File: config.mk
export PLATFORM = sky130hd
export DESIGN_NAME = scan_channel_averager
export DESIGN_NICKNAME = d
export VERILOG_FILES = /design/src/rtl/core/sca_pkg.sv /design/src/rtl/core/scan_channel_averager.sv /design/src/rtl/core/sca_div.sv /design/src/rtl/core/sca_datapath.sv /design/src/rtl/core/sca_ctrl.sv
export SDC_FILE = /design/constraint.sdc
export NUM_CORES = 1
export LEC_CHECK = 0
export BUFFER_PORTS_ARGS = -buffer_cell sky130_fd_sc_hd__buf_2
export CAP_MARGIN = 20
export CORE_ASPECT_RATIO = 2
export CORE_MARGIN = 2
export CORE_UTILIZATION = 25
export DETAILED_ROUTE_END_ITERATION = 6
export PLACE_DENSITY_LB_ADDON = 0.15
export SETUP_SLACK_MARGIN = 0.5
export SLEW_MARGIN = 10
export SYNTH_ARGS = -nofsm -noshare
export SYNTH_HDL_FRONTEND = slang
export SYNTH_SLANG_ARGS = --single-unit
File: constraint.sdc
create_clock -name clk -period 9.2 [get_ports clk]
set_input_delay 0.46 -clock clk [delete_from_list [all_inputs] [get_ports clk]]
set_output_delay 0.46 -clock clk [all_outputs]
set_load 0.01 [all_outputs]
File: src/rtl/core/sca_pkg.sv
`default_nettype none

package sca_pkg;

  localparam int MAX_POSITIONS_DEF = 16;
  localparam int SAMPLE_BITS_DEF   = 12;

  localparam int SAMPLE_W   = 12;
  localparam int IN_DATA_W  = 16;
  localparam int CHAN_W     = 5;
  localparam int POS_W      = 4;
  localparam int NPOS_W     = 5;
  localparam int ROUND_W    = 8;
  localparam int ACC_W      = 20;
  localparam int MV_W       = 12;
  localparam int OUT_DATA_W = 32;
  localparam int SEQ_W      = 40;
  localparam int MASK_W     = 18;
  localparam int CFG_IDX_W  = 3;
  localparam int CFG_DATA_W = 40;
  localparam int PROD_W     = 32;
  localparam int DIVR_W     = 20;

  localparam logic [ACC_W-1:0]    ACC_MAX    = {ACC_W{1'b1}};
  localparam logic [SAMPLE_W-1:0] FULL_SCALE = 12'd4095;
  localparam logic [MV_W-1:0]     VREF_MV    = 12'd3300;
  localparam logic [CHAN_W-1:0]   NUM_CHANNELS = 5'd18;

  typedef enum logic [CFG_IDX_W-1:0] {
    CFG_NUM_POSITIONS = 3'd0,
    CFG_ROUNDS        = 3'd1,
    CFG_SEQUENCE_LOW  = 3'd2,
    CFG_SEQUENCE_HIGH = 3'd3,
    CFG_REPORT_MASK   = 3'd4
  } cfg_idx_t;

  typedef enum logic [2:0] {
    ST_IDLE,
    ST_SCAN,
    ST_WALK,
    ST_DIV_AVG,
    ST_DIV_MV,
    ST_EMIT,
    ST_CLEAR
  } state_t;

  // Commands from the controller to the datapath.
  typedef struct packed {
    logic accept;   // accumulate the sample on the input channel
    logic scan;     // note the walk position as last reported if enabled
    logic step;     // advance the walk position, wrapping at the end
    logic div_avg;  // start the mean division for the walk position
    logic div_mv;   // start the millivolt division
    logic emit;     // load the output register
    logic clear;    // clear all accumulators
  } sca_cmd_t;

  // Status from the datapath to the controller.
  typedef struct packed {
    logic buf_done;     // the next sample completes the buffer
    logic walk_end;     // walk position is the last scan position
    logic pos_enabled;  // walk position's channel is reported
    logic div_done;     // divider result is ready
    logic out_free;     // output register can take a result
  } sca_stat_t;

endpackage

`default_nettype wire

File: src/rtl/core/scan_channel_averager.sv
`default_nettype none

// Channel  Direction  Handshake                 Payload
// in_      slave      in_tvalid / in_tready     in_tdata: sample [11:0]
// out_     master     out_tvalid / out_tready   out_tdata, out_tuser: channel, out_tlast
// cfg_     slave      cfg_valid / cfg_ready     cfg_index, cfg_data
//
// A sample that does not end a buffer keeps in_tready high, so samples may come back to back.
// At the end of a buffer in_tready drops for the walk: a mask scan over the scan positions,
// a step past each unreported position, and for each reported position a mean and then a
// millivolt division on the shared restoring divider, then a clear.
// Synchronous reset clears all accumulators at once; the output register lets the walk run
// one result ahead of a stalled sink. cfg_ready is always high.
module scan_channel_averager #(
  parameter int MAX_POSITIONS = sca_pkg::MAX_POSITIONS_DEF,
  parameter int SAMPLE_BITS   = sca_pkg::SAMPLE_BITS_DEF
) (
  input  wire logic                             clk,
  input  wire logic                             rst_n,
  input  wire logic                             in_tvalid,
  output logic                                  in_tready,
  input  wire logic [sca_pkg::IN_DATA_W-1:0]    in_tdata,   // [11:0] sample
  output logic                                  out_tvalid,
  input  wire logic                             out_tready,
  output logic [sca_pkg::OUT_DATA_W-1:0]        out_tdata,  // [3:0] position, [15:4] average,
                                                            // [27:16] millivolts
  output logic [sca_pkg::CHAN_W-1:0]            out_tuser,  // [4:0] channel
  output logic                                  out_tlast,
  input  wire logic                             cfg_valid,
  output logic                                  cfg_ready,
  input  wire logic [sca_pkg::CFG_IDX_W-1:0]    cfg_index,
  input  wire logic [sca_pkg::CFG_DATA_W-1:0]   cfg_data
);

  sca_pkg::sca_cmd_t  cmd;
  sca_pkg::sca_stat_t stat;

  assign cfg_ready = 1'b1;

  sca_ctrl u_ctrl (
    .clk       (clk),
    .rst_n     (rst_n),
    .in_tvalid (in_tvalid),
    .in_tready (in_tready),
    .stat      (stat),
    .cmd       (cmd)
  );

  sca_datapath #(
    .MAX_POSITIONS (MAX_POSITIONS),
    .SAMPLE_BITS   (SAMPLE_BITS)
  ) u_datapath (
    .clk        (clk),
    .rst_n      (rst_n),
    .cmd        (cmd),
    .stat       (stat),
    .in_tdata   (in_tdata),
    .cfg_wr     (cfg_valid && cfg_ready),
    .cfg_index  (cfg_index),
    .cfg_data   (cfg_data),
    .out_tvalid (out_tvalid),
    .out_tready (out_tready),
    .out_tdata  (out_tdata),
    .out_tuser  (out_tuser),
    .out_tlast  (out_tlast)
  );

endmodule

`default_nettype wire

File: src/rtl/core/sca_div.sv
`default_nettype none

// Restoring divider, one quotient bit per cycle.
module sca_div (
  input  wire logic                         clk,
  input  wire logic                         rst_n,
  input  wire logic                         start,
  input  wire logic [sca_pkg::PROD_W-1:0]   dividend,
  input  wire logic [sca_pkg::DIVR_W-1:0]   divisor,
  output logic                              done,
  output logic [sca_pkg::PROD_W-1:0]        quotient
);

  localparam int PW    = sca_pkg::PROD_W;
  localparam int DW    = sca_pkg::DIVR_W;
  localparam int CNT_W = $clog2(PW);
  localparam logic [CNT_W-1:0] LAST = CNT_W'(PW - 1);

  logic             busy_r;
  logic             done_r;
  logic [CNT_W-1:0] cnt_r;
  logic [DW-1:0]    rem_r;
  logic [PW-1:0]    quo_r;
  logic [DW-1:0]    dsr_r;

  logic [DW:0]      trial;
  logic [DW:0]      diff;
  logic             fits;
  logic [DW-1:0]    rem_nxt;

  assign trial   = {rem_r, quo_r[PW-1]};
  assign diff    = trial - {1'b0, dsr_r};
  assign fits    = (trial >= {1'b0, dsr_r});
  assign rem_nxt = fits ? diff[DW-1:0] : trial[DW-1:0];

  always_ff @(posedge clk) begin
    if (!rst_n) begin
      busy_r <= 1'b0;
      done_r <= 1'b0;
      cnt_r  <= '0;
    end else begin
      done_r <= 1'b0;
      if (start) begin
        busy_r <= 1'b1;
        cnt_r  <= '0;
      end else if (busy_r) begin
        cnt_r <= cnt_r + CNT_W'(1);
        if (cnt_r == LAST) begin
          busy_r <= 1'b0;
          done_r <= 1'b1;
        end
      end
    end
  end

  always_ff @(posedge clk) begin
    if (start) begin
      rem_r <= '0;
      quo_r <= dividend;
      dsr_r <= divisor;
    end else if (busy_r) begin
      rem_r <= rem_nxt;
      quo_r <= {quo_r[PW-2:0], fits};
    end
  end

  assign done     = done_r;
  assign quotient = quo_r;

endmodule

`default_nettype wire

File: src/rtl/core/sca_datapath.sv
`default_nettype none

module sca_datapath #(
  parameter int MAX_POSITIONS = sca_pkg::MAX_POSITIONS_DEF,
  parameter int SAMPLE_BITS   = sca_pkg::SAMPLE_BITS_DEF
) (
  input  wire logic                             clk,
  input  wire logic                             rst_n,
  input  wire sca_pkg::sca_cmd_t                cmd,
  output sca_pkg::sca_stat_t                    stat,
  input  wire logic [sca_pkg::IN_DATA_W-1:0]    in_tdata,
  input  wire logic                             cfg_wr,
  input  wire logic [sca_pkg::CFG_IDX_W-1:0]    cfg_index,
  input  wire logic [sca_pkg::CFG_DATA_W-1:0]   cfg_data,
  output logic                                  out_tvalid,
  input  wire logic                             out_tready,
  output logic [sca_pkg::OUT_DATA_W-1:0]        out_tdata,
  output logic [sca_pkg::CHAN_W-1:0]            out_tuser,
  output logic                                  out_tlast
);

  localparam int SW     = sca_pkg::SAMPLE_W;
  localparam int AW     = sca_pkg::ACC_W;
  localparam int PW     = sca_pkg::POS_W;
  localparam int NW     = sca_pkg::NPOS_W;
  localparam int RW     = sca_pkg::ROUND_W;
  localparam int CW     = sca_pkg::CHAN_W;
  localparam int QW     = sca_pkg::PROD_W;
  localparam int DW     = sca_pkg::DIVR_W;
  localparam int IDX_W  = (MAX_POSITIONS > 1) ? $clog2(MAX_POSITIONS) : 1;
  localparam int USED_BITS = (SAMPLE_BITS < SW) ? SAMPLE_BITS : SW;
  localparam logic [SW-1:0] SAMPLE_MASK = SW'((32'd1 << USED_BITS) - 32'd1);
  localparam logic [NW-1:0] MAX_NPOS    = NW'(MAX_POSITIONS);

  // Configuration registers
  logic [NW-1:0]              num_pos_r;
  logic [RW-1:0]              rounds_r;
  logic [sca_pkg::SEQ_W-1:0]  seq_low_r;
  logic [sca_pkg::SEQ_W-1:0]  seq_high_r;
  logic [sca_pkg::MASK_W-1:0] mask_r;

  // Accumulators; an entry without its valid bit reads as zero.
  logic [AW-1:0]              acc_r [MAX_POSITIONS];
  logic [MAX_POSITIONS-1:0]   acc_valid_r;

  logic [PW-1:0]              pos_r;
  logic [RW-1:0]              round_r;
  logic [PW-1:0]              walk_r;
  logic [PW-1:0]              last_r;

  logic [QW-1:0]              prod_r;
  logic                       mode_mv_r;
  logic [SW-1:0]              avg_r;
  logic [sca_pkg::MV_W-1:0]   mv_r;

  logic                       out_valid_r;
  logic [PW-1:0]              out_pos_r;
  logic [SW-1:0]              out_avg_r;
  logic [sca_pkg::MV_W-1:0]   out_mv_r;
  logic [CW-1:0]              out_chan_r;
  logic                       out_last_r;

  logic [NW-1:0]              npos;
  logic [RW-1:0]              nr;
  logic [SW-1:0]              sample;
  logic [IDX_W-1:0]           rd_idx;
  logic [AW-1:0]              rd_val;
  logic [AW:0]                sum;
  logic [AW-1:0]              acc_nxt;
  logic                       pos_wrap;
  logic                       round_wrap;
  logic [sca_pkg::SEQ_W-1:0]  seq_word;
  logic [CW-1:0]              walk_chan;
  logic [31:0]                mask_ext;
  logic                       walk_end;
  logic                       pos_enabled;
  logic                       out_free;
  logic                       div_start;
  logic [QW-1:0]              div_dividend;
  logic [DW-1:0]              div_divisor;
  logic [DW-1:0]              mv_divisor;
  logic                       div_done;
  logic [QW-1:0]              div_quo;

  always_comb begin
    npos = num_pos_r;
    if (npos == '0) begin
      npos = NW'(1);
    end
    if (npos > MAX_NPOS) begin
      npos = MAX_NPOS;
    end
  end

  assign nr     = (rounds_r == '0) ? RW'(1) : rounds_r;
  assign sample = in_tdata[SW-1:0] & SAMPLE_MASK;

  // One read port, shared between accumulation and the walk.
  assign rd_idx  = cmd.div_avg ? walk_r[IDX_W-1:0] : pos_r[IDX_W-1:0];
  assign rd_val  = acc_valid_r[rd_idx] ? acc_r[rd_idx] : '0;
  assign sum     = {1'b0, rd_val} + {{(AW+1-SW){1'b0}}, sample};
  assign acc_nxt = sum[AW] ? sca_pkg::ACC_MAX : sum[AW-1:0];

  assign pos_wrap   = !(({1'b0, pos_r} + NW'(1)) < npos);
  assign round_wrap = !(({1'b0, round_r} + (RW+1)'(1)) < {1'b0, nr});

  assign seq_word    = walk_r[PW-1] ? seq_high_r : seq_low_r;
  assign walk_chan   = seq_word[walk_r[2:0] * CW +: CW];
  assign mask_ext    = {{(32-sca_pkg::MASK_W){1'b0}}, mask_r};
  assign pos_enabled = (walk_chan < sca_pkg::NUM_CHANNELS) && mask_ext[walk_chan];
  assign walk_end    = ({1'b0, walk_r} == (npos - NW'(1)));
  assign out_free    = !out_valid_r || out_tready;

  // nr * 4095 as nr * 4096 - nr
  assign mv_divisor   = {nr, 12'b0} - {{(DW-RW){1'b0}}, nr};
  assign div_start    = cmd.div_avg || cmd.div_mv;
  assign div_dividend = cmd.div_mv ? prod_r : {{(QW-AW){1'b0}}, rd_val};
  assign div_divisor  = cmd.div_mv ? mv_divisor : {{(DW-RW){1'b0}}, nr};

  sca_div u_div (
    .clk      (clk),
    .rst_n    (rst_n),
    .start    (div_start),
    .dividend (div_dividend),
    .divisor  (div_divisor),
    .done     (div_done),
    .quotient (div_quo)
  );

  always_ff @(posedge clk) begin
    if (!rst_n) begin
      num_pos_r  <= NW'(1);
      rounds_r   <= RW'(1);
      seq_low_r  <= '0;
      seq_high_r <= '0;
      mask_r     <= '0;
    end else if (cfg_wr) begin
      case (cfg_index)
        sca_pkg::CFG_NUM_POSITIONS: num_pos_r  <= cfg_data[NW-1:0];
        sca_pkg::CFG_ROUNDS:        rounds_r   <= cfg_data[RW-1:0];
        sca_pkg::CFG_SEQUENCE_LOW:  seq_low_r  <= cfg_data[sca_pkg::SEQ_W-1:0];
        sca_pkg::CFG_SEQUENCE_HIGH: seq_high_r <= cfg_data[sca_pkg::SEQ_W-1:0];
        sca_pkg::CFG_REPORT_MASK:   mask_r     <= cfg_data[sca_pkg::MASK_W-1:0];
        default: ;
      endcase
    end
  end

  always_ff @(posedge clk) begin
    if (cmd.accept) begin
      acc_r[pos_r[IDX_W-1:0]] <= acc_nxt;
    end
  end

  always_ff @(posedge clk) begin
    if (!rst_n) begin
      acc_valid_r <= '0;
      pos_r       <= '0;
      round_r     <= '0;
      walk_r      <= '0;
      out_valid_r <= 1'b0;
    end else begin
      if (cmd.clear) begin
        acc_valid_r <= '0;
      end else if (cmd.accept) begin
        acc_valid_r[pos_r[IDX_W-1:0]] <= 1'b1;
      end
      if (cmd.accept) begin
        if (pos_wrap) begin
          pos_r <= '0;
          round_r <= round_wrap ? '0 : round_r + RW'(1);
        end else begin
          pos_r <= pos_r + PW'(1);
        end
      end
      if (cmd.step) begin
        walk_r <= walk_end ? '0 : walk_r + PW'(1);
      end
      if (cmd.emit) begin
        out_valid_r <= 1'b1;
      end else if (out_tready) begin
        out_valid_r <= 1'b0;
      end
    end
  end

  always_ff @(posedge clk) begin
    if (cmd.scan && pos_enabled) begin
      last_r <= walk_r;
    end
    if (cmd.div_avg) begin
      prod_r    <= QW'(rd_val * 12'd3300);
      mode_mv_r <= 1'b0;
    end else if (cmd.div_mv) begin
      mode_mv_r <= 1'b1;
    end
    if (div_done && !mode_mv_r) begin
      avg_r <= (div_quo > QW'(sca_pkg::FULL_SCALE)) ? sca_pkg::FULL_SCALE : div_quo[SW-1:0];
    end
    if (div_done && mode_mv_r) begin
      mv_r <= (div_quo > QW'(sca_pkg::VREF_MV)) ? sca_pkg::VREF_MV
                                                : div_quo[sca_pkg::MV_W-1:0];
    end
    if (cmd.emit) begin
      out_pos_r  <= walk_r;
      out_avg_r  <= avg_r;
      out_mv_r   <= mv_r;
      out_chan_r <= walk_chan;
      out_last_r <= (walk_r == last_r);
    end
  end

  assign stat.buf_done    = pos_wrap && round_wrap;
  assign stat.walk_end    = walk_end;
  assign stat.pos_enabled = pos_enabled;
  assign stat.div_done    = div_done;
  assign stat.out_free    = out_free;

  assign out_tvalid = out_valid_r;
  assign out_tdata  = {{(sca_pkg::OUT_DATA_W - PW - SW - sca_pkg::MV_W){1'b0}},
                       out_mv_r, out_avg_r, out_pos_r};
  assign out_tuser  = out_chan_r;
  assign out_tlast  = out_last_r;

endmodule

`default_nettype wire

File: src/rtl/core/sca_ctrl.sv
`default_nettype none

module sca_ctrl (
  input  wire logic                clk,
  input  wire logic                rst_n,
  input  wire logic                in_tvalid,
  output logic                     in_tready,
  input  wire sca_pkg::sca_stat_t  stat,
  output sca_pkg::sca_cmd_t        cmd
);

  sca_pkg::state_t state_r;
  sca_pkg::state_t state_nxt;

  always_ff @(posedge clk) begin
    if (!rst_n) begin
      state_r <= sca_pkg::ST_IDLE;
    end else begin
      state_r <= state_nxt;
    end
  end

  always_comb begin
    state_nxt = state_r;
    unique case (state_r)
      sca_pkg::ST_IDLE: begin
        if (in_tvalid && stat.buf_done) begin
          state_nxt = sca_pkg::ST_SCAN;
        end
      end
      sca_pkg::ST_SCAN: begin
        if (stat.walk_end) begin
          state_nxt = sca_pkg::ST_WALK;
        end
      end
      sca_pkg::ST_WALK: begin
        if (stat.pos_enabled) begin
          state_nxt = sca_pkg::ST_DIV_AVG;
        end else if (stat.walk_end) begin
          state_nxt = sca_pkg::ST_CLEAR;
        end
      end
      sca_pkg::ST_DIV_AVG: begin
        if (stat.div_done) begin
          state_nxt = sca_pkg::ST_DIV_MV;
        end
      end
      sca_pkg::ST_DIV_MV: begin
        if (stat.div_done) begin
          state_nxt = sca_pkg::ST_EMIT;
        end
      end
      sca_pkg::ST_EMIT: begin
        if (stat.out_free) begin
          state_nxt = stat.walk_end ? sca_pkg::ST_CLEAR : sca_pkg::ST_WALK;
        end
      end
      sca_pkg::ST_CLEAR: state_nxt = sca_pkg::ST_IDLE;
      default:           state_nxt = sca_pkg::ST_IDLE;
    endcase
  end

  always_comb begin
    cmd       = '0;
    in_tready = 1'b0;
    unique case (state_r)
      sca_pkg::ST_IDLE: begin
        in_tready  = 1'b1;
        cmd.accept = in_tvalid;
      end
      sca_pkg::ST_SCAN: begin
        cmd.scan = 1'b1;
        cmd.step = 1'b1;
      end
      sca_pkg::ST_WALK: begin
        cmd.div_avg = stat.pos_enabled;
        cmd.step    = !stat.pos_enabled;
      end
      sca_pkg::ST_DIV_AVG: cmd.div_mv = stat.div_done;
      sca_pkg::ST_DIV_MV:  ;
      sca_pkg::ST_EMIT: begin
        cmd.emit = stat.out_free;
        cmd.step = stat.out_free;
      end
      sca_pkg::ST_CLEAR: cmd.clear = 1'b1;
      default: ;
    endcase
  end

endmodule

`default_nettype wire

# [After elaboration in Yosys (flattened, before gate mapping)]
# Memories as Yosys holds them, arrays and structs flattened.
# Cells that the tools add are included.
[totals] reg_bits=319 output_inout_bits=41 wordCells=152 input_bits=64 mem_bits_rw=320 mem_count=1
[mem_list] memory="u_datapath.acc_r" words=16 width=20 rd=1 rd_ports_with_merged_regs=0 wr=1 line="sca_datapath.sv:43" source="logic [AW-1:0] acc_r [MAX_POSITIONS];"
[classes] addsub=10 n_lt_le_gt_ge=11 n_mux=46 n_shift=1 multipliers=2 reduce_logical=30 n_eq_ne=19 bitwise_logic=4
[ops] op="$mux 32" count=3
[ops] op="$gt 32x12->1 const B" count=2
[ops] op="$mux 20" count=3
[ops] op="$mux 40" count=1
[ops] op="$shiftx 40x7->5" count=1
[ops] op="$mul 20x10->30 const B" count=1
[ops] op="$mux 3" count=8
[ops] op="$mux 8" count=3
[ops] op="$add 20x12->21" count=1
[ops] op="$ge 21x20->1" count=1
[ops] op="$sub 20x20->20" count=1
[ops] op="$sub 20x8->20" count=1
[ops] op="$mux 1" count=18
[ops] op="$pmux 3 s6" count=1
[ops] op="$or 16x16->16" count=1
[ops] op="$eq 3x2->1 const B" count=4
[ops] op="$eq 3x3->1 const B" count=4
[ops] op="$mux 4" count=3
[ops] op="$reduce_and 2->1" count=6
[ops] op="$lt 4x5->1 const B" count=2
[ops] op="$mux 5" count=2
[ops] op="$ne 2x1->1 const B" count=5
[ops] op="$add 8x1->9 const B" count=1
[ops] op="$lt 9x8->1" count=1
[ops] op="other kinds (31)" count=49

# [Depth between registers and ports, before layout]
# Gate-level depths: netlist (run 1).
[logic_depth] ltp_word=12 ltp_mapped=47 ltp_nobuf=40

# [Modules after synthesis]
# A second synthesis (run 1) with hierarchy kept.
[hier_totals] cells_unflattened=2904 area_unflattened_um2=32204.6
[by_module_without_submodules] mod="sca_datapath" instances=1 cells_each=2478 seq_area_each_um2=15274.6 area_each_um2=27630.2
[by_module_without_submodules] mod="sca_div" instances=1 cells_each=384 seq_area_each_um2=2102.0 area_each_um2=4255.3
[by_module_without_submodules] mod="sca_ctrl" instances=1 cells_each=40 seq_area_each_um2=60.1 area_each_um2=307.8
[by_module_without_submodules] mod="scan_channel_averager" instances=1 cells_each=2 seq_area_each_um2=0.0 area_each_um2=11.3

# [Least setup slack after synthesis (run 1)]
# OpenSTA, ideal clock, no wires.
[synth_timing] path_type="register -> register" startpoint="register u_datapath.walk_r[0]" endpoint="register u_datapath.prod_r[30] (data pin)" slack_ns=-0.886 required_time_ns=9.005 path_stages_with_launch=43 t_arrival_ns=9.891 cell_sequence="dfxtp_1 buf_2 buf_2 mux4_2 mux4_2 a211o_1 or3_4 nand3_2 buf_4 nand2_2 buf_2 buf_2 buf_2 buf_2 buf_1 nand2_1 a311oi_1 o311ai_0 [... 7 more ...] inv_1 fa_1 inv_1 ha_1 inv_1 o21bai_1 a21oi_1 o21bai_1 a21oi_1 o21bai_1 a21oi_1 nor2b_1 o21a_1 o21ai_0 a211oi_1 a2111oi_0 nor2_1 o311ai_0"
[synth_via] elab_chain_cells=11 elab_cells_between_ends=13 classes_between="mul (2); order compare (1); shift (1); mux (7); reduce/logical (1); memory (1)"
[synth_lines] item="start, declared" line="sca_datapath.sv:48" source="logic [PW-1:0] walk_r;"
[synth_lines] item="start signal, assigned" line="sca_datapath.sv:177" source="walk_r <= walk_end ? '0 : walk_r + PW'(1);"
[synth_lines] item="$mul 3x3->6 (*)" line="sca_datapath.sv:108" source="assign walk_chan = seq_word[walk_r[2:0] * CW +: CW];"
[synth_lines] item="$shiftx 40x7->5 (*)" line="sca_datapath.sv:108"
[synth_lines] item="named net u_datapath.walk_chan[2]" line="sca_datapath.sv:73" source="logic [CW-1:0] walk_chan;"
[synth_lines] item="$bmux 1 s5" line="sca_datapath.sv:110" source="assign pos_enabled = (walk_chan < sca_pkg::NUM_CHANNELS) && mask_ext[walk_chan];"
[synth_lines] item="$mux 1 (implied by the code)" line="sca_datapath.sv:110"
[synth_lines] item="$logic_and 1x1->1 (*)" line="sca_datapath.sv:110"
[synth_lines] item="$mux 1 (*)" line="sca_ctrl.sv:66" source="unique case (state_r)"
[synth_lines] item="$mux 4 (*)" line="sca_datapath.sv:99" source="assign rd_idx = cmd.div_avg ? walk_r[IDX_W-1:0] : pos_r[IDX_W-1:0];"
[synth_lines] item="$bmux 1 s4" line="sca_datapath.sv:100" source="assign rd_val = acc_valid_r[rd_idx] ? acc_r[rd_idx] : '0;"
[synth_lines] item="$mux 1 (implied by the code)" line="sca_datapath.sv:100"
[synth_lines] item="$mux 20 (*)" line="sca_datapath.sv:100"
[synth_lines] item="$mul 20x10->30 (*)" line="sca_datapath.sv:192" source="prod_r <= QW'(rd_val * 12'd3300);"
[synth_lines] item="end signal, assigned" line="sca_datapath.sv:192"
[synth_lines] item="end, declared" line="sca_datapath.sv:51" source="logic [QW-1:0] prod_r;"
# The timed path passes the listed nets; every way through them passes the cells marked *. The select of a mux whose other input is x is not followed.
# A chain may end at the register's enable or synchronous reset.

# [Final worst setup path (run 1)]
[layout_timing] startpoint="register u_datapath.walk_r[3]" endpoint="register u_datapath.prod_r[14] (data pin)"
[layout_via] elab_chain_cells=11 elab_cells_between_ends=13 classes_between="mul (1); order compare (1); shift (1); mux (8); reduce/logical (1); memory (1)"
[layout_lines] item="$mux 40 (*)" line="sca_datapath.sv:107" source="assign seq_word = walk_r[PW-1] ? seq_high_r : seq_low_r;"
[layout_lines] item="$shiftx 40x7->5 (*)" line="sca_datapath.sv:108"
[layout_lines] item="named net u_datapath.walk_chan[0]" line="sca_datapath.sv:73"
[layout_lines] item="$bmux 1 s5" line="sca_datapath.sv:110"
[layout_lines] item="$mux 1 (implied by the code)" line="sca_datapath.sv:110"
[layout_lines] item="$logic_and 1x1->1 (*)" line="sca_datapath.sv:110"
[layout_lines] item="$mux 1 (*)" line="sca_ctrl.sv:66"
[layout_lines] item="$mux 4 (*)" line="sca_datapath.sv:99"
[layout_lines] item="$bmux 1 s4" line="sca_datapath.sv:100"
[layout_lines] item="$mux 1 (implied by the code)" line="sca_datapath.sv:100"
[layout_lines] item="$mux 20 (*)" line="sca_datapath.sv:100"
[layout_lines] item="$mul 20x10->30 (*)" line="sca_datapath.sv:192"
# Marks and branches as above.

==> flow_metrics.env, run 1 <==
export IMPL_status="finished with violations"
export IMPL_violations="negative setup slack"
export IMPL_synth_seq_area_share_pct=53.80
export IMPL_cpMostUsedCell="buf_4"
export IMPL_power_density_mw_per_mm2=252.6
export IMPL_initial_core_util_pct=25.23
export IMPL_critPathKind="reg2reg"
export IMPL_wire_per_inst_um=20.55
export IMPL_synthCells=3002
export IMPL_final_setup_tns_ps=-14.85
export IMPL_drive_gt1_share_pct=22.28
export IMPL_worst_slew_pin_slew_ps=1013
export IMPL_multiInputGateArea_mm2=0.01441
export IMPL_synth_ff_type="edfxtp_1"
export IMPL_dp_final_hpwl_um=76950
export IMPL_cts_sinks=639
export IMPL_dieWidth_um=258.6
export IMPL_netlist_area_leader_share_pct=42.99
export IMPL_cts_tree="yes"
export IMPL_drt_wl_total_um=105600
export IMPL_yosysWarnings=0
export IMPL_via_per_inst=4.540
export IMPL_clock_latency_ps=700
export IMPL_rows=186
export IMPL_grt_max_degree=83
export IMPL_max_clock_freq_ghz=0.1085
export IMPL_final_cell_mix="663 x nand2_1, 464 x edfxtp_1, 328 x buf_4"
export IMPL_required_ps=9570
export IMPL_endpoint_kind="flop"
export IMPL_synth_edf_count=464
export IMPL_yosysTopAreaCell="edfxtp_1"
export IMPL_ctsRootBufferMaster="clkbuf_16"
export IMPL_ys_ff_latch=639
export IMPL_cp_slowest_cell="fa_1"
export IMPL_syn_area_mm2=0.03241
export IMPL_num_vias=23340
export IMPL_max_stage_delay_ps=530
export IMPL_coreArea_mm2=0.1285
export IMPL_slew_viol_final=0
export IMPL_drtAntennaViolNets=0
export IMPL_die_area_mm2=0.1327
export IMPL_final_nets=3669
export IMPL_die_h_um=513.2
export IMPL_grt_pass1_wl_um=157400
export IMPL_final_area_mm2=0.04062
export IMPL_overflow=0
export IMPL_grt_pass1_vias=24910
export IMPL_gp_congestion=0.7826
export IMPL_syn_area_per_cell_um2=10.80
export IMPL_boundaryPins=105
export IMPL_hold_path_class="in2reg"
export IMPL_drcViolationCount=0
export IMPL_skew_ps=90.34
export IMPL_start_kind="flop"
export IMPL_area_growth_synth_to_final_pct=25.32
export IMPL_cp_max_fo=7
export IMPL_drt_initial_drc_count=1026
export IMPL_cap_violations=0
export IMPL_fill_cells=13330
export IMPL_worst_slack_ps=-14.85
export IMPL_antenna_found_initial=5
export IMPL_reg2reg_depth=45
export IMPL_cts_htree_levels=2
export IMPL_ys_async_sr_fraction_pct=0
export IMPL_min_path_cells=3
export IMPL_dpl_cell_area_mm2=0.03740
export IMPL_rsz0062_at_grt="yes"
export IMPL_synth_area_leaders="edfxtp_1 43%, dfxtp_1 11%, nand2_1 7.7%"
export IMPL_cts_buffer_depth=3
export IMPL_io_buffers=95
export IMPL_track_usage_pct=15.96
export IMPL_cts_inserted_buffers=61
export IMPL_power_leakage_nw=15.51
export IMPL_drt_pass1_iter_count=7
export IMPL_final_seq_area_mm2=0.01745
export IMPL_layout_commonest_cell="nand2_1"
export IMPL_ys_types=88
export IMPL_setup_violations=1
export IMPL_hold_violations=0
export IMPL_finalCritPeriodShare_pct=100.2
export IMPL_critPathArrivalTime_ps=9590
export IMPL_period_needed_ps=9215
export IMPL_slew_headroom_pct=32.37
export IMPL_irDropWorstVdd_v=0.0001680
export IMPL_cts_reportedPaths_clkPinSlew_ps=70
[kinds of logic after synthesis]
kind of cell             synth area share, %
AO/OA/AOI/OAI                          11.32
AND/OR/NAND/NOR                        15.24
buffers and inverters                  4.420
flip-flops                             53.80
adder cells (fa/ha/maj)                9.644
other                                0.02317
XOR/XNOR                               2.108
multiplexers                           3.447
[layer usage]
metal  GRT usage, %  vias to the layer above  wire [um]
li1               -                    11380          -
met1          15.92                    11480      37970
met2          32.08                      308      59780
met3          1.640                      161       2554
met4          7.697                        6       5264
met5              0                        -         37
[area by class of cell]
class	count	area share (%)
diodes	1	0.006161
clock buffers	70	3.842
clock inverters	44	0.9889
inverters	197	1.848
multi-input cells	2012	35.49
flip-flops and latches	639	42.95
well taps	1692	5.212
repair buffers	485	9.661
[where the power goes]
| group | leakage (nW) | internal, W | total, W | switching (W) |
|---|---|---|---|---|
| Combinational | 9.09 | 0.00193 | 0.00419 | 0.00226 |
| Sequential | 5.46 | 0.00347 | 0.00354 | 0.0000749 |
| Clock | 0.956 | 0.00134 | 0.00252 | 0.00118 |
| Total | 15.5 | 0.00674 | 0.0103 | 0.00352 |
[worst paths after layout]
check / endpoint / slack [ps] / from
worst min-delay path: u_datapath.seq_high_r[19]$_SDFFE_PN0P_ / 50 / cfg_data[19]
worst min register to register: u_datapath.out_avg_r[1]$_DFFE_PP_ / 420 / u_datapath.avg_r[1]$_SDFFCE_PN1P_
worst max-delay path: u_datapath.prod_r[14]$_DFFE_PP_ / -10 / u_datapath.walk_r[3]$_SDFFE_PN0P_
worst max register to register: u_datapath.prod_r[14]$_DFFE_PP_ / -10 / u_datapath.walk_r[3]$_SDFFE_PN0P_
[per-stage QoR]
stage	utilization (%)	hold slack, ps	setup slack, ps	power, W	instances
after floorplan	-	400.3	503.0	0.005939	3005
after global placement	29.12	406.1	-276.1	0.007447	4953
after detailed placement	29.12	404.5	-346.7	0.007445	4953
after CTS	31.37	0.8661	-94.08	0.01033	5125
after global routing	31.62	26.70	-343.0	0.01098	5140
final	31.62	51.18	-14.85	0.01026	5140
[registers in the layout, summed over array words and instances (netlist names), 5 cells and up]
name	count
u_datapath.avg_r	12
u_datapath.round_r	8
u_datapath.rounds_r	8
u_datapath.u_div.rem_r	20
u_datapath.prod_r	30
u_datapath.acc_valid_r	16
u_datapath.acc_r	320
u_datapath.mv_r	12
u_datapath.u_div.dsr_r	20
u_datapath.seq_high_r	40
u_datapath.seq_low_r	40
u_datapath.mask_r	18
u_datapath.out_tuser	5
u_datapath.u_div.cnt_r	5
u_datapath.out_avg_r	12
u_datapath.num_pos_r	5
u_datapath.out_mv_r	12
u_datapath.u_div.quotient	32
[cells in the mapped netlist (all sizes together) (15+ instances only)]
master,number
a22oi,16
inv,197
nand2,670
or3,22
ha,144
nor2,134
a311oi,65
dfxtp,175
o21ai,94
nor2b,20
nand2b,31
mux2i,56
buf,60
nand3,80
and3,66
fa,65
a21oi,54
and2,20
clkbuf,97
xor2,23
xnor2,55
a211oi,16
a21boi,132
mux4,22
a21o,15
edfxtp,464
nor3,45
[worst max-delay path, delay by kind of cell, from the launching register on]
kind,cells,cell delay [ps]
buffers and inverters,24,2650
adder cells (fa/ha/maj),6,2530
AO/OA/AOI/OAI,7,1500
multiplexers,4,990
AND/OR/NAND/NOR,3,780
flip-flops,1,340
XOR/XNOR,1,110
[timing repair]
item                                    CTS  global route
endpoints found under the setup margin   30            94
endpoints found under the hold margin    12             0
hold buffers                             10             0
cloned                                    1             0
pin swaps                                29            32
resized for setup                        83            42
setup buffers                            47            10
(Power assumes the default switching activity.)
==> run 2: changes to the inputs <==
--- a/config.mk
+++ b/config.mk
@@ -11,6 +11,7 @@
 export CORE_MARGIN = 2
 export CORE_UTILIZATION = 25
 export DETAILED_ROUTE_END_ITERATION = 6
+export HOLD_SLACK_MARGIN = 0.08
 export PLACE_DENSITY_LB_ADDON = 0.15
 export SETUP_SLACK_MARGIN = 0.5
 export SLEW_MARGIN = 10
==> run 2 against run 1 <==
Net effect:
- the run still ends with negative setup slack left
- clock power about the same
- sequential share of layout area decreased by 0.27 points
- cell count increased by 0.51%
- combinational power about the same
- first-iteration DRC count decreased by 1.3%
- global-route usage about the same
- critical path type unchanged
==> flow_metrics.env, run 2 (synthesized netlist as in run 1, its figures left out) <==
export IMPL_place_ws_ps=-346.7
export IMPL_cts_reportedPaths_clkPinSlew_ps=70
export IMPL_p_clk_share_pct=24.6
export IMPL_rows=186
export IMPL_gp_congestion=0.7826
export IMPL_cts_sinks=639
export IMPL_overflow=0
export IMPL_pwr_share_seq_pct=34.5
export IMPL_dp_cells=4953
export IMPL_rsz0062_at_grt="yes"
export IMPL_antenna_found_initial=5
export IMPL_p_sw_share_pct=34.29
export IMPL_instances_no_fill=5166
export IMPL_final_util_pct=31.82
export IMPL_ctsRootBufferMaster="clkbuf_16"
export IMPL_cap_violations=0
export IMPL_initial_core_util_pct=25.23
export IMPL_violations="negative setup slack"
export IMPL_r2r_start="u_datapath.walk_r[3]$_SDFFE_PN0P_"
export IMPL_die_h_um=513.2
export IMPL_final_nets=3695
export IMPL_skew_ps=90.65
export IMPL_critPathKind="reg2reg"
export IMPL_drtAntennaViolNets=0
export IMPL_drt_pass1_iter_count=5
export IMPL_cp_max_fo=7
export IMPL_intPower_w=0.006748
export IMPL_grt_pass1_wl_um=157600
export IMPL_boundaryPins=105
export IMPL_cp_slowest_cell="fa_1"
export IMPL_cpMostUsedCell="buf_4"
export IMPL_cts_buffer_depth=3
export IMPL_fill_cells=13310
export IMPL_largest_register_ffs=320
export IMPL_clock_latency_ps=700
export IMPL_slew_viol_final=0
export IMPL_period_needed_ps=9219
export IMPL_dieWidth_um=258.6
export IMPL_multiInputGateArea_mm2=0.01441
export IMPL_endpoint_kind="flop"
export IMPL_hold_path_class="in2reg"
export IMPL_coreArea_mm2=0.1285
export IMPL_hold_violations=0
export IMPL_power_density_mw_per_mm2=251.2
export IMPL_required_ps=9580
export IMPL_max_clock_freq_ghz=0.1085
export IMPL_dp_final_hpwl_um=76950
export IMPL_drt_initial_drc_count=1013
export IMPL_max_stage_delay_ps=530
export IMPL_final_cell_mix="663 x nand2_1, 464 x edfxtp_1, 328 x buf_4"
export IMPL_drt_wl_total_um=105800
export IMPL_hold_start="cfg_data[1]"
export IMPL_power_leakage_nw=15.62
export IMPL_cts_tree="yes"
export IMPL_slew_headroom_pct=30.66
export IMPL_wire_per_inst_um=20.48
export IMPL_area_growth_synth_to_final_pct=26.12
export IMPL_p_comb_share_pct=40.9
export IMPL_status="finished with violations"
export IMPL_worst_slack_ps=-18.80
export IMPL_io_buffers=95
export IMPL_drcViolationCount=0
export IMPL_die_area_mm2=0.1327
export IMPL_layout_commonest_cell="nand2_1"
export IMPL_setup_violations=1
export IMPL_setup_worst_path_start="u_datapath.walk_r[3]$_SDFFE_PN0P_"
export IMPL_grt_max_degree=83
export IMPL_irDropWorstVdd_v=0.0001676
export IMPL_critPathArrivalTime_ps=9590
export IMPL_finalCritPeriodShare_pct=100.2
export IMPL_via_per_inst=4.548
export IMPL_cts_htree_levels=2
export IMPL_p_switching_w=0.003521
export IMPL_cts_inserted_buffers=61
export IMPL_final_seq_area_mm2=0.01745
export IMPL_num_vias=23500
export IMPL_grt_pass1_vias=25000
export IMPL_drive_gt1_share_pct=22.11
export IMPL_start_kind="flop"
export IMPL_worst_slew_pin_slew_ps=1032
export IMPL_track_usage_pct=15.97
[run 2: area by class of cell]
cell class,instances,share of cell area (%)
clock buffer,70,3.817
antenna,1,0.006122
clock inverter,44,0.9826
tap,1692,5.179
inverter,197,1.837
multi-input combinational,2012,35.26
sequential,639,42.68
timing repair buffer,511,10.24
[run 2: what timing repair did]
| action | CTS | global route |
|---|---|---|
| hold buffers | 36 | 0 |
| gates cloned | 1 | 0 |
| resized for setup | 83 | 42 |
| endpoints found under the setup margin | 30 | 94 |
| setup buffers | 47 | 10 |
| pin swaps | 29 | 32 |
| endpoints found under the hold margin | 90 | 0 |
[run 2: final timing paths]
check / depth (start not counted) / slack [ps] / to
setup / recovery: 45 / -20 / u_datapath.prod_r[14]$_DFFE_PP_
hold / removal: 3 / 140 / u_datapath.seq_high_r[1]$_SDFFE_PN0P_
hold reg to reg: 0 / 420 / u_datapath.out_avg_r[1]$_DFFE_PP_
setup reg to reg: 45 / -20 / u_datapath.prod_r[14]$_DFFE_PP_
[run 2: routing by layer]
metal  vias to the layer above  track usage [%]  part of all wire [%]
li1                      11440                -                     -
met1                     11560            15.91                    36
met2                       323            32.07                    56
met3                       163            1.635                   2.5
met4                         6            7.792                   5.1
met5                         -                0                 0.035
[run 2: power groups by stage]
stage               combinational (W)  clock, W  sequential [W]
CTS                           0.00417   0.00262         0.00355
global route                  0.00473   0.00271         0.00356
detailed placement            0.00383         0         0.00361
finish                        0.00420   0.00253         0.00354
global placement              0.00384         0         0.00361
floorplan                     0.00236         0         0.00358
[run 2: metrics by stage]
step	power [W]	setup TNS [ps]	instance area (um^2)	hold WS [ps]
after floorplan	0.005939	0	32930	400.3
after global placement	0.007447	-1297	37400	406.1
after detailed placement	0.007445	-1700	37400	404.5
after CTS	0.01034	-149.9	40560	86.01
after global routing	0.01099	-2413	40880	118.1
final	0.01027	-18.80	40880	136.0
[run 2: critical path: cells and delay by family (launching register included)]
family	cells	cell delay [ps]
simple gates	3	780
flops	1	340
mux	4	990
fa+ha+maj	6	2530
buf+inv	24	2640
compound gates	7	1500
xor+xnor	1	110
